--- src/sv/fctt_pkg.sv ---
// Package for the four-channel thermostat timer.
// Holds the transaction structs, request and action codes and the fixed limits.
// Has no dependencies; every module of the block imports it.
`default_nettype none

package fctt_pkg;

    localparam int FCTT_CHANNELS = 4;
    localparam int MAX_CHANNELS = 16;
    localparam int REPORT_CHANNELS = 4;

    localparam logic [7:0] RUN_LIMIT = 8'd10;
    localparam logic [1:0] ALARM_ON_RUN = 2'd2;
    localparam logic [2:0] ALARM_OFF_RUN = 3'd5;
    localparam logic [7:0] ALARM_THRESHOLD_RESET = 8'd40;

    localparam logic [2:0] REQ_SAMPLE = 3'd0;
    localparam logic [2:0] REQ_TICK = 3'd1;
    localparam logic [2:0] REQ_SET_TIMER = 3'd2;
    localparam logic [2:0] REQ_SET_THERMO = 3'd3;
    localparam logic [2:0] REQ_CLEAR = 3'd4;

    localparam logic [1:0] ACT_NONE = 2'd0;
    localparam logic [1:0] ACT_OFF = 2'd1;
    localparam logic [1:0] ACT_ON = 2'd2;

    typedef struct packed {
        logic [2:0]  req_type;
        logic [1:0]  channel;
        logic [7:0]  temp_whole;
        logic [6:0]  temp_hundredths;
        logic [15:0] minutes;
        logic [1:0]  action;
        logic [7:0]  threshold;
    } fctt_in_t;

    typedef struct packed {
        logic [3:0] relay_mask;
        logic       alarm_active;
        logic [3:0] timer_pending_mask;
    } fctt_out_t;

endpackage

`default_nettype wire

--- src/sv/four_channel_thermostat_timer.sv ---
// Top level of the four-channel thermostat timer with over-temperature alarm.
// Holds the input register, the per-channel state and the result register.
// Depends on fctt_pkg for the transaction structs and codes.
//
// Channel   Direction  Handshake           Payload
// in        input      in_valid/in_stall   fctt_in_t in_data
// out       output     out_valid/out_stall fctt_out_t out_data
// cfg       input      cfg_valid/cfg_ready alarm threshold cfg_data
//
// Each transaction is held in the input register; the state and the result register
// update when it advances, which a stalled output can delay, and the result is then offered.
// A new transaction is accepted every cycle while the output is not stalled.
// Reset clears all channel state, turns relays and alarm off and sets the
// alarm threshold to 40 degrees.
// A stall on the output holds the result; the input register then fills and
// the input stalls in turn.
`default_nettype none

module four_channel_thermostat_timer
    import fctt_pkg::*;
#(
    parameter int CHANNELS = FCTT_CHANNELS
)
(
    input  wire logic      clk,
    input  wire logic      rst_n,
    input  wire logic      in_valid,
    output logic           in_stall,
    input  wire fctt_in_t  in_data,
    output logic           out_valid,
    input  wire logic      out_stall,
    output fctt_out_t      out_data,
    input  wire logic      cfg_valid,
    output logic           cfg_ready,
    input  wire logic [7:0] cfg_data
);

    logic       s1_valid_reg;
    fctt_in_t   s1_item_reg;
    logic       advance;
    logic       out_valid_reg;
    fctt_out_t  out_data_reg;
    fctt_out_t  out_data_next;
    logic [7:0] alarm_threshold_reg;

    logic [15:0] left_reg [CHANNELS];
    logic [15:0] left_next [CHANNELS];
    logic [1:0]  target_reg [CHANNELS];
    logic [1:0]  target_next [CHANNELS];
    logic [7:0]  limit_reg [CHANNELS];
    logic [7:0]  limit_next [CHANNELS];
    logic [1:0]  mode_reg [CHANNELS];
    logic [1:0]  mode_next [CHANNELS];
    logic [7:0]  hot_reg [CHANNELS];
    logic [7:0]  hot_next [CHANNELS];
    logic [7:0]  cold_reg [CHANNELS];
    logic [7:0]  cold_next [CHANNELS];

    logic [CHANNELS-1:0] relay_reg;
    logic [CHANNELS-1:0] relay_next;
    logic [CHANNELS-1:0] pend_next;
    logic [1:0]          alarm_hot_reg;
    logic [1:0]          alarm_hot_next;
    logic [2:0]          alarm_cold_reg;
    logic [2:0]          alarm_cold_next;
    logic                alarm_reg;
    logic                alarm_next;

    assign advance = s1_valid_reg && (!out_valid_reg || !out_stall);
    assign in_stall = s1_valid_reg && !advance;
    assign out_valid = out_valid_reg;
    assign out_data = out_data_reg;
    assign cfg_ready = 1'b1;

    always_ff @(posedge clk or negedge rst_n)
    begin
        if (!rst_n)
        begin
            s1_valid_reg <= 1'b0;
            out_valid_reg <= 1'b0;
            alarm_threshold_reg <= ALARM_THRESHOLD_RESET;
        end
        else
        begin
            if (!in_stall)
            begin
                s1_valid_reg <= in_valid;
            end
            if (advance)
            begin
                out_valid_reg <= 1'b1;
            end
            else if (!out_stall)
            begin
                out_valid_reg <= 1'b0;
            end
            if (cfg_valid && cfg_ready)
            begin
                alarm_threshold_reg <= cfg_data;
            end
        end
    end

    always_ff @(posedge clk)
    begin
        if (!in_stall && in_valid)
        begin
            s1_item_reg <= in_data;
        end
        if (advance)
        begin
            out_data_reg <= out_data_next;
        end
    end

    always_ff @(posedge clk or negedge rst_n)
    begin
        if (!rst_n)
        begin
            for (int i = 0; i < CHANNELS; i++)
            begin
                left_reg[i] <= '0;
                target_reg[i] <= ACT_NONE;
                limit_reg[i] <= '0;
                mode_reg[i] <= ACT_NONE;
                hot_reg[i] <= '0;
                cold_reg[i] <= '0;
            end
            relay_reg <= '0;
            alarm_hot_reg <= '0;
            alarm_cold_reg <= '0;
            alarm_reg <= 1'b0;
        end
        else if (advance)
        begin
            for (int i = 0; i < CHANNELS; i++)
            begin
                left_reg[i] <= left_next[i];
                target_reg[i] <= target_next[i];
                limit_reg[i] <= limit_next[i];
                mode_reg[i] <= mode_next[i];
                hot_reg[i] <= hot_next[i];
                cold_reg[i] <= cold_next[i];
            end
            relay_reg <= relay_next;
            alarm_hot_reg <= alarm_hot_next;
            alarm_cold_reg <= alarm_cold_next;
            alarm_reg <= alarm_next;
        end
    end

    always_comb
    begin
        logic [7:0]  hot_inc;
        logic [7:0]  cold_inc;
        logic        mode_valid;
        logic        sel;
        logic [MAX_CHANNELS-1:0] relay_wide;
        logic [MAX_CHANNELS-1:0] pend_wide;

        hot_inc = '0;
        cold_inc = '0;
        mode_valid = 1'b0;
        sel = 1'b0;
        for (int i = 0; i < CHANNELS; i++)
        begin
            left_next[i] = left_reg[i];
            target_next[i] = target_reg[i];
            limit_next[i] = limit_reg[i];
            mode_next[i] = mode_reg[i];
            hot_next[i] = hot_reg[i];
            cold_next[i] = cold_reg[i];
        end
        relay_next = relay_reg;
        alarm_hot_next = alarm_hot_reg;
        alarm_cold_next = alarm_cold_reg;
        alarm_next = alarm_reg;

        unique case (s1_item_reg.req_type) inside
            REQ_SAMPLE:
            begin
                for (int i = 0; i < CHANNELS; i++)
                begin
                    hot_inc = hot_reg[i] + 8'd1;
                    cold_inc = cold_reg[i] + 8'd1;
                    mode_valid = (mode_reg[i] == ACT_OFF) || (mode_reg[i] == ACT_ON);
                    if (limit_reg[i] != 8'd0 && left_reg[i] == 16'd0)
                    begin
                        if (s1_item_reg.temp_whole > limit_reg[i] ||
                            (s1_item_reg.temp_whole == limit_reg[i] &&
                             s1_item_reg.temp_hundredths != 7'd0))
                        begin
                            cold_next[i] = '0;
                            hot_next[i] = hot_inc;
                            if (!mode_valid)
                            begin
                                if (hot_inc >= RUN_LIMIT)
                                begin
                                    hot_next[i] = '0;
                                end
                            end
                            else if (relay_reg[i] != (mode_reg[i] == ACT_ON) &&
                                     hot_inc >= RUN_LIMIT)
                            begin
                                relay_next[i] = (mode_reg[i] == ACT_ON);
                                hot_next[i] = '0;
                            end
                        end
                        else
                        begin
                            hot_next[i] = '0;
                            cold_next[i] = cold_inc;
                            if (mode_valid && relay_reg[i] == (mode_reg[i] == ACT_ON) &&
                                cold_inc >= RUN_LIMIT)
                            begin
                                relay_next[i] = (mode_reg[i] == ACT_OFF);
                                cold_next[i] = '0;
                            end
                        end
                    end
                end
                if (s1_item_reg.temp_whole >= alarm_threshold_reg)
                begin
                    alarm_hot_next = alarm_hot_reg + 2'd1;
                    alarm_cold_next = '0;
                end
                else
                begin
                    alarm_hot_next = '0;
                    alarm_cold_next = alarm_cold_reg + 3'd1;
                end
                if (alarm_hot_next == ALARM_ON_RUN)
                begin
                    alarm_next = 1'b1;
                    alarm_hot_next = '0;
                end
                else if (alarm_cold_next >= ALARM_OFF_RUN)
                begin
                    alarm_next = 1'b0;
                    alarm_cold_next = '0;
                end
            end
            REQ_TICK:
            begin
                for (int i = 0; i < CHANNELS; i++)
                begin
                    if (target_reg[i] == ACT_OFF || target_reg[i] == ACT_ON)
                    begin
                        if (left_reg[i] == 16'd1)
                        begin
                            relay_next[i] = (target_reg[i] == ACT_ON);
                            left_next[i] = '0;
                            target_next[i] = ACT_NONE;
                        end
                        else
                        begin
                            left_next[i] = left_reg[i] - 16'd1;
                        end
                    end
                end
            end
            REQ_SET_TIMER, REQ_SET_THERMO, REQ_CLEAR:
            begin
                for (int i = 0; i < CHANNELS; i++)
                begin
                    sel = (i < REPORT_CHANNELS) && (s1_item_reg.channel == 2'(i));
                    if (sel)
                    begin
                        if (s1_item_reg.req_type == REQ_SET_TIMER)
                        begin
                            left_next[i] = s1_item_reg.minutes;
                            target_next[i] = s1_item_reg.action;
                        end
                        else if (s1_item_reg.req_type == REQ_SET_THERMO)
                        begin
                            hot_next[i] = '0;
                            cold_next[i] = '0;
                            limit_next[i] = s1_item_reg.threshold;
                            mode_next[i] = s1_item_reg.action;
                        end
                        else
                        begin
                            left_next[i] = '0;
                            target_next[i] = ACT_NONE;
                            limit_next[i] = '0;
                            mode_next[i] = ACT_NONE;
                        end
                    end
                end
            end
            default:
            begin
            end
        endcase

        for (int i = 0; i < CHANNELS; i++)
        begin
            pend_next[i] = (target_next[i] == ACT_OFF) || (target_next[i] == ACT_ON);
        end
        relay_wide = MAX_CHANNELS'(relay_next);
        pend_wide = MAX_CHANNELS'(pend_next);
        out_data_next.relay_mask = relay_wide[REPORT_CHANNELS-1:0];
        out_data_next.alarm_active = alarm_next;
        out_data_next.timer_pending_mask = pend_wide[REPORT_CHANNELS-1:0];
    end

`ifndef SYNTHESIS
    assert property (@(posedge clk) disable iff (!rst_n)
        alarm_hot_reg != ALARM_ON_RUN && alarm_cold_reg < ALARM_OFF_RUN)
        else $error("Alarm persistence counter passed its switching limit.");

    assert property (@(posedge clk) disable iff (!rst_n)
        !advance |=> $stable(relay_reg) && $stable(alarm_reg))
        else $error("Relay or alarm state changed without a transaction.");

    assert property (@(posedge clk) disable iff (!rst_n)
        out_valid_reg && !out_stall && !advance |=> !out_valid_reg)
        else $error("Result presented twice.");

    assert property (@(posedge clk) disable iff (!rst_n)
        !(cfg_valid && cfg_ready) |=> $stable(alarm_threshold_reg))
        else $error("Alarm threshold changed without a write.");
`endif

endmodule

`default_nettype wire

--- config.mk ---
export PLATFORM = sky130hd
export DESIGN_NAME = four_channel_thermostat_timer
export DESIGN_NICKNAME = d
export VERILOG_FILES = /design/src/sv/fctt_pkg.sv /design/src/sv/four_channel_thermostat_timer.sv
export SDC_FILE = /design/constraint.sdc
export NUM_CORES = 1
export LEC_CHECK = 0
export ABC_AREA = 0
export BUFFER_PORTS_ARGS = -buffer_cell sky130_fd_sc_hd__buf_4
export CORE_MARGIN = 3
export CORE_UTILIZATION = 40
export DETAILED_ROUTE_END_ITERATION = 10
export SYNTH_ARGS = -nofsm -noshare
export SYNTH_HDL_FRONTEND = slang
export SYNTH_SLANG_ARGS = --single-unit
--- constraint.sdc ---
create_clock -name clk -period 3.7 [get_ports clk]
set_input_delay 0.37 -clock clk [delete_from_list [all_inputs] [get_ports clk]]
set_output_delay 0.37 -clock clk [all_outputs]
set_load 0.03 [all_outputs]
==> reports/summary.txt <==
die height - 198 um
largest area contributor in the netlist - dfrtp_1
Lkg Pwr - 7.28 nW
Port Buf Inserts - 69
hold crit path type - input pin to flip-flop
first-pass GRT wire length - 65.1 mm
R2R setup slack - 0.56 ns
sequential area share after synthesis - 44.3%
Reg2Reg Depth - 8
unrepaired setup endpoints after global routing - false
critical path type - flip-flop to flip-flop
CTS tree - done
worst slew pin tran - 0.900 ns
worst flop-to-flop path startpoint - s1_item_reg[35]
Post-synth EDFFs - 55
H-tree depth - 1
DR DRC count - 0
Slew headroom - 40.0%
Commonest cells post-synth - o21ai_0 (225), dfrtp_1 (194), nand2_1 (173), nor2_1 (131), inv_1 (105)
synthesized flop and latch total - 251
CP arrival - 3.63 ns
Slew Viols, Final - 0
DR pass1 iterations - 7
HPWL Detailed - 28.6 mm
Initial Util - 41.1%
TritonCTS Buffers - 28
Hold Buf Count CTS - 48
Fin. Hold Viols - 0
final wirelength - 40.1 mm
Max-Cap Viols - 0
largest net degree at the start of global routing - 89
GRT Overall Usage - 20.3%
Max clock buf depth - 3
worst-path cell chain - ha_1 > a21o_1 > a221o_1 > a211oi_1 > nor2_2 > or4_4 > nor3_1 > a211o_1
dpl cell area - 0.0158 mm^2
Post-Syn Area - 0.0148 mm^2
Largest register FFs - 64
Netlist cell types - 87
setup TNS - 0 ns
Design Area, Final - 0.0174 mm^2
Worst Hold End - alarm_threshold_reg[7]
# placed instances - 2154
IO Count - 71
final worst slack - 0.558 ns
Vias - 13000
status - complete, no violations
Chip Width - 198 um
fmax - 0.318 GHz
# rows - 69
utilization after layout - 48.2%
core area - 0.0360 mm^2
Final nets - 1907
post_cts resized - 0
synth top area cells - dfrtp_1 (33%), edfxtp_1 (11%), o21ai_0 (7.6%)
Vias/cell - 5.77
Power Dens Cells - 558 mW/mm^2
setup violators final - 0
clk slew on worst S/H paths - 0.06 ns
die area - 0.0393 mm^2
crit-path max FO - 13
Area growth syn-to-layout - 17.3%
top_reg_cell synth - dfrtp_1
Sink Count - 251
clk root buf - clkbuf_16
critical path required time - 4.19 ns
Mapped Cells - 1672
Clock Latency Late Sink - 0.55 ns
Setup WS pre-CTS - 0.581 ns
Final Skew - 0.0100 ns
post-CTS setup buffers - 0
crit path capture type - flip-flop
syn avg cell area - 8.85 um^2
Ys Warns - 0
Yosys top cell area share - 32.8%
fin cells - 2254
final cycle utilization of the critical path - 84.9%
vias in the first global route - 12400
layout cells sized above 1 - 10.3%
CP max stage cell - a211oi_1
min-delay src - cfg_data[7]
leading cell type by number of instances after synthesis - o21ai_0
WL per Instance - 17.8 um
Detail Route Antenna Nets - 0
Initial DRC Count - 1022
routability cong. - 0.874
asr flop ratio synth - 78.1%
Antenna diodes - 0
WHS Path Cells - 3
r2r endpoint - cold_reg[6]
startpoint types - flip-flop
VDD IR-drop max - 0.338 mV
slowest cell delay on critical path - 0.66 ns
syn_nets - 1808
GRT Residual Overflow - 0
minimum clock period - 3.14 ns
initial antenna violation count - 0
kinds of logic after synthesis:
group	count (synthesis)	share of synthesized area, %
xor+xnor	14	0.828
buf+inv	180	4.93
mux	10	0.710
flops	251	44.3
compound gates	532	21.9
fa+ha+maj	77	6.51
other cells	1	0.0253
simple gates	607	20.8
stage by stage:
step | power [W] | hold slack, ns
after floorplan | 0.00554 | 0.0744
after global placement | 0.00630 | 0.456
after detailed placement | 0.00636 | 0.461
after CTS | 0.00973 | 0.00206
after global routing | 0.0103 | 0.0324
final | 0.00969 | 0.0256
where the power goes:
part / switching [W] / internal [W]
Sequential: 0.000494 / 0.00330
Clock: 0.00117 / 0.00212
Combinational: 0.00160 / 0.00101
critical path, delay by kind of cell (launching register included):
family / cells / cell delay (ns)
AO/OA/AOI/OAI: 4 / 1.29
flip-flops: 1 / 0.48
AND/OR/NAND/NOR: 3 / 0.98
adder cells (fa/ha/maj): 1 / 0.35
worst max-delay path by stage:
stage,to,cells after the start,from
2_1_floorplan,cold_reg[3],9,s1_item_reg[35]
3_3_place_gp,cold_reg[6],8,s1_item_reg[35]
3_5_place_dp,cold_reg[3],8,s1_item_reg[35]
4_1_cts,cold_reg[6],8,s1_item_reg[35]
5_1_grt,cold_reg[4],8,s1_item_reg[35]
6_report,cold_reg[6],8,s1_item_reg[35]
routing by layer:
metal,up-vias,GRT usage [%],part of all wire (%)
li1,6327,-,-
met1,6199,29.2,46
met2,408,32.5,45
met3,75,2.82,6.1
met4,0,5.35,2.5
met5,-,0,0
final cells by class:
type                       count  area (um^2)
clock inverter                17          285
sequential                   251         6560
multi-input combinational   1241         7520
tap                          461          577
timing repair buffer         143         1210
fill                        3291        18600
inverter                     106          398
clock buffer                  35          820
placed cells by master (no fill, tap or decap), drive strengths merged, types with 26 or more instances in the layout:
cell,count
and3,31
a21oi,92
ha,77
nor4,29
nand2b,30
nand3,46
o21ai,228
dlygate4sd3,48
nor2,134
a21o,26
dfrtp,194
a31oi,46
buf,94
nand2,173
clkbuf,36
nor3,54
edfxtp,55
inv,106
Power figures use the tool's default switching activity.
